==> src/rtl/fac_pkg.sv <==
// fac_pkg: shared types and constants for the frustum box-culling block.
// No dependencies; every other file imports it.
package fac_pkg;

  localparam int FIELD_W   = 32;  // width of one box coordinate field
  localparam int SLOT_W    = 32;  // width of one matrix entry slot in a register
  localparam int CFG_W     = 64;  // configuration register width
  localparam int CFG_IDX_W = 8;   // configuration index width on the port
  localparam int NUM_REGS  = 8;
  localparam int REG_IDX_W = $clog2(NUM_REGS);
  localparam int N_AXES    = 3;
  localparam int MAT_DIM   = 4;
  localparam int N_PLANES  = 6;

  // Identity matrix in Q16.16
  localparam logic [CFG_W-1:0] MAT_RESET [NUM_REGS] = '{
    64'h0000_0000_0001_0000, 64'h0000_0000_0000_0000,
    64'h0001_0000_0000_0000, 64'h0000_0000_0000_0000,
    64'h0000_0000_0000_0000, 64'h0000_0000_0001_0000,
    64'h0000_0000_0000_0000, 64'h0001_0000_0000_0000
  };

  typedef enum logic [2:0] {
    PL_LEFT, PL_RIGHT, PL_BOTTOM, PL_TOP, PL_NEAR, PL_FAR
  } fac_plane_t;

  // One box travelling down the chain, with the running verdict
  typedef struct packed {
    logic [N_AXES-1:0][FIELD_W-1:0] lo;
    logic [N_AXES-1:0][FIELD_W-1:0] hi;
    logic                           vis;
  } fac_tok_t;

endpackage

==> src/rtl/fac_cfg_if.sv <==
// fac_cfg_if: configuration write channel (register index and data).
// Depends on fac_pkg.
interface fac_cfg_if
  import fac_pkg::*;
();
  logic                 valid;
  logic                 ready;
  logic [CFG_IDX_W-1:0] index;
  logic [CFG_W-1:0]     data;

  modport source (output valid, index, data, input ready);
  modport sink   (input valid, index, data, output ready);
endinterface

==> src/rtl/fac_cfg.sv <==
// fac_cfg: matrix register file and the six clip planes formed from it.
// Depends on fac_pkg and fac_cfg_if.
module fac_cfg
  import fac_pkg::*;
#(
  parameter int COORD_BITS = 32
) (
  input  logic                  clk,
  input  logic                  rst_n,
  fac_cfg_if.sink               cfg,
  output logic signed [COORD_BITS:0] plane [N_PLANES][MAT_DIM]
);

  localparam int CB1 = COORD_BITS + 1;

  logic [CFG_W-1:0] mat_r [NUM_REGS];

  assign cfg.ready = 1'b1;

  always_ff @(posedge clk) begin
    if (!rst_n) begin
      for (int i = 0; i < NUM_REGS; i++) mat_r[i] <= MAT_RESET[i];
    end else if (cfg.valid && (cfg.index < CFG_IDX_W'(NUM_REGS))) begin
      mat_r[cfg.index[REG_IDX_W-1:0]] <= cfg.data;
    end
  end

  // Row r of the matrix lives in registers 2r (cols 1,2) and 2r+1 (cols 3,4)
  for (genvar r = 0; r < MAT_DIM; r++) begin : g_row
    logic signed [COORD_BITS-1:0] c1, c2, c3, c4;
    assign c1 = mat_r[2*r][COORD_BITS-1:0];
    assign c2 = mat_r[2*r][SLOT_W+COORD_BITS-1:SLOT_W];
    assign c3 = mat_r[2*r+1][COORD_BITS-1:0];
    assign c4 = mat_r[2*r+1][SLOT_W+COORD_BITS-1:SLOT_W];

    assign plane[PL_LEFT][r]   = CB1'(c4) + CB1'(c1);
    assign plane[PL_RIGHT][r]  = CB1'(c4) - CB1'(c1);
    assign plane[PL_BOTTOM][r] = CB1'(c4) + CB1'(c2);
    assign plane[PL_TOP][r]    = CB1'(c4) - CB1'(c2);
    assign plane[PL_NEAR][r]   = CB1'(c3);
    assign plane[PL_FAR][r]    = CB1'(c4) - CB1'(c3);
  end

endmodule

==> src/flat_wrapper.sv <==
// flat-port wrapper written by rule: the top's interface ports become plain ports
module fac_cfg_flat import fac_pkg::*;
#(
  parameter int COORD_BITS = 32
)
  (clk, rst_n, plane, cfg_valid, cfg_index, cfg_data, cfg_ready);
  fac_cfg_if cfg_i ();
  input  logic clk;
  input  logic rst_n;
  output logic signed [COORD_BITS:0] plane[N_PLANES][MAT_DIM];
  input wire logic [$bits(cfg_i.valid)-1:0] cfg_valid;
  input wire logic [$bits(cfg_i.index)-1:0] cfg_index;
  input wire logic [$bits(cfg_i.data)-1:0] cfg_data;
  output wire logic [$bits(cfg_i.ready)-1:0] cfg_ready;
  assign cfg_i.valid = cfg_valid;
  assign cfg_i.index = cfg_index;
  assign cfg_i.data = cfg_data;
  assign cfg_ready = cfg_i.ready;
  fac_cfg #(.COORD_BITS(COORD_BITS)) u_core (.clk(clk), .rst_n(rst_n), .cfg(cfg_i), .plane(plane));
endmodule
==> config.mk <==
export PLATFORM = sky130hd
export DESIGN_NAME = fac_cfg_flat
export DESIGN_NICKNAME = d
export VERILOG_FILES = /design/src/rtl/fac_pkg.sv /design/src/rtl/fac_cfg_if.sv /design/src/rtl/fac_cfg.sv /design/src/flat_wrapper.sv
export SDC_FILE = /design/constraint.sdc
export NUM_CORES = 2
export LEC_CHECK = 0
export BUFFER_PORTS_ARGS = -buffer_cell sky130_fd_sc_hd__buf_4
export CAP_MARGIN = 10
export CORE_MARGIN = 8
export CORE_UTILIZATION = 47
export CTS_BUF_LIST = sky130_fd_sc_hd__clkbuf_16
export DETAILED_ROUTE_END_ITERATION = 7
export PLACE_DENSITY = 0.78
export SYNTH_ARGS = -nofsm -noshare
export SYNTH_HDL_FRONTEND = slang
export SYNTH_SLANG_ARGS = --single-unit
==> constraint.sdc <==
create_clock -name clk -period 17.7 [get_ports clk]
set_input_delay 4.425 -clock clk [delete_from_list [all_inputs] [get_ports clk]]
set_output_delay 4.425 -clock clk [all_outputs]
set_load 0.05 [all_outputs]
==> results.yml <==
run_status:
  status: "complete, no violations"
worst_setup_path:
  crit_family: "compound AO/OA/AOI/OAI gates"
  end_kind: "output port"
  setup.worst_path.class: "reg -> out"
  cpMostUsedCell: "a21oi_1"
  required_ps: 13280
  cp_data_arrival_time_ps: 4960
  cp_slowest_cell: "a2111oi_0"
  cp_cell_sequence: "ha_1 > nand2b_1 > a21oi_1 > o21ai_0 > a2111oi_0 > o31ai_1 > o21ai_1 > a21oi_1 > o21bai_1 > a21oi_1 > xnor2_1 > buf_4"
  critPathMaxStageDelay_ps: 940
  cp_max_fo: 8
  crit_path_start_kind: "flop"
  path_buf_inv: 1
floorplan:
  io_pins: 868
  fp-row-count: 121
  core_area_mm2: 0.1087
  dieArea_mm2: 0.1202
  initial_core_util_pct: 47.30
  die_w_um: 346.8
  die_h_um: 346.8
logic_synthesis:
  synth_nets: 6717
  yosysSeqAreaShare_pct: 29.90
  synth_flop_cell: "edfxtp_1"
  synthArstFlopShare_pct: 0
  syn_inst: 5982
  ys_ff_latch: 512
  syn_avg_cell_area_um2: 8.595
  yosysWarnings: 0
  synthDistinctLibCells: 98
  synth_area_mm2: 0.05142
  synth-edff-count: 512
power_and_ir_drop:
  power_frac_clock_pct: 21.0
  p_seq_share_pct: 23.7
  swShare_pct: 50.09
  p_int_mw: 3.088
  p_per_area_mw_per_mm2: 101.6
  p_comb_share_pct: 55.3
  fin_total_pwr_mw: 6.188
  peakVddDrop_uv: 91.44
  p_leak_nw: 27.53
  switchingPower_mw: 3.100
route:
  drt_iter0_drc: 4392
  drc_errors: 0
  routedWlPerCell_um: 26.00
  ant_nets: 0
  drtPass1Iterations: 6
  vias_per_cell: 5.865
  finalWirelength_mm: 211.8
  dr_total_vias: 47760
sta:
  worst_hold_slack_ps: 4165
  slew_violations: 0
  fin_crit_sh_pct: 53.04
  timing.slew.headroom_pct: 30.08
  final.setup.tns_ps: 0
  setup_viol_count_final: 0
  rsz0062_at_grt: "no"
  hold_violations: 0
  timing.final.crit_period_ps: 9388
  worst_pin_slew_ps: 1049
  fmax_ghz: 0.1065
finish:
  largest_register: "u_core.mat_r"
  fin_area_mm2: 0.06091
  top_regs: "u_core.mat_r x512"
  layout_commonest_cell: "buf_4"
  multi_input_area_mm2: 0.03259
  fillers: 9949
  largest_reg_flops: 512
  final_cell_mix: "buf_4 (888), inv_1 (652), ha_1 (640), a21oi_1 (546), and2_1 (514)"
  nNetsFinal: 7408
  regArea_mm2: 0.01537
  area_delta_synth_final_pct: 18.48
  drive_gt1_share_pct: 15.73
global_route:
  top_usage_layer: "met2"
  grt_max_degree: 66
  use_met3_pct: 7.748
  grt_pass1_vias: 47530
  antenna_found_initial: 33
  grt_util_met2_pct: 58.57
  track_usage_pct: 33.28
  grtUsageMet1_pct: 39.12
  grt_remaining_overflow: 0
  grt_pass1_wl_mm: 304.2
placed_design:
  gp_congestion: 1.045
  io_buffers: 866
  dp_hpwl_mm: 174.3
  placed_area_mm2: 0.05890
hold_path:
  hp-class: "in -> reg"
clock_tree:
  tritoncts: "built"
  clock_sinks: 512
  clk_pin_slew_ps: 70
  cts_resized: 0
  cts_setup_buffers: 0
  cts_buffers: 61
  cts-root-buf: "clkbuf_16"
  htree_levels: 2
  cts_max_path_buffers: 3
  cts_hold_buf: 0
job:
  maxCapViolations: 0
## power by group through the flow
stage	sequential (mW)	clock, mW	combinational (mW)
floorplan	1.52	0	2.22
global placement	1.49	0	3.39
detailed placement	1.49	0	3.39
CTS	1.46	1.32	3.41
global route	1.47	1.36	3.56
finish	1.47	1.30	3.42
## cells in the mapped netlist (14+ instances only)
master     instances  area, µm²
a2111oi_0         14      122.6
a211oi_1          41      307.8
a21boi_0          14      105.1
a21o_1           149       1119
a21oi_1          546       2733
a221oi_1          20      175.2
a311oi_1          14      122.6
a31oi_1           54      337.8
and2_1           514       3216
and3_1            22      137.6
buf_2             25      125.1
clkbuf_1         212      795.8
edfxtp_1         512      15370
fa_1              20      400.4
ha_1             640       8008
inv_1            644       2417
inv_2             17      63.81
nand2_1          221      829.6
nand2b_1          77      481.7
nand3_1           70      350.3
nand4_1           29      181.4
nor2_1           501       1881
nor2b_1           80      500.5
nor3_1           123      615.6
nor4_1            36      225.2
o2111ai_1         15      131.4
o211ai_1          24      180.2
o21a_1            37      277.8
o21ai_0          202       1011
o21ai_1           61      305.3
o21bai_1         142       1066
o31a_1            21      183.9
o31ai_1           48      360.4
or3_1             28      175.2
or4_1             15      112.6
xnor2_1          449       3933
xor2_1           111      972.2
## layout make-up
class / count / share of cell area [%]
clock buffer: 61 / 2.506
inverter: 665 / 4.098
multi-input combinational: 4545 / 53.51
timing repair buffer: 888 / 10.94
tap: 1414 / 2.904
clock inverter: 49 / 0.7600
antenna: 10 / 0.04108
sequential: 512 / 25.24
## metal layers
metal / wire, µm / vias to the layer above
li1: - / 22150
met1: 79790 / 23130
met2: 102500 / 2103
met3: 20050 / 375
met4: 9358 / 4
met5: 26 / -
## cell families (layout without fill, tap and decap cells)
| family | Yosys count | in the layout | share of synthesized area, % |
|---|---|---|---|
| buffers and inverters | 925 | 1663 | 6.953 |
| xor gates and xnor gates | 560 | 560 | 9.539 |
| muxes | 4 | 4 | 0.07788 |
| adders and majority gates | 660 | 660 | 16.35 |
| other | 1 | 11 | 0.007294 |
| AOI/OAI and AO/OA | 1556 | 1556 | 19.51 |
| DFF | 512 | 512 | 29.90 |
| and+or+nand+nor | 1764 | 1764 | 17.66 |
## path summary, 6_finish.rpt
path / startpoint / endpoint / slack [ps] / cells past startpoint
worst min-delay path: cfg_data[31] / u_core.mat_r[7][31]$_SDFFCE_PN0P_ / 4160 / 2
worst max-delay path: u_core.mat_r[1][33]$_SDFFCE_PN0P_ / plane[522] / 8310 / 12
## stage by stage
step                      setup WS (ps)  std cells  util, %
after floorplan                    7454       5982        -
after global placement             9098       8024    54.19
after detailed placement           9082       8024    54.19
after CTS                          8329       8134    56.02
after global routing               8010       8135    56.02
final                              8312       8144    56.04
(Power assumes the default switching activity.)
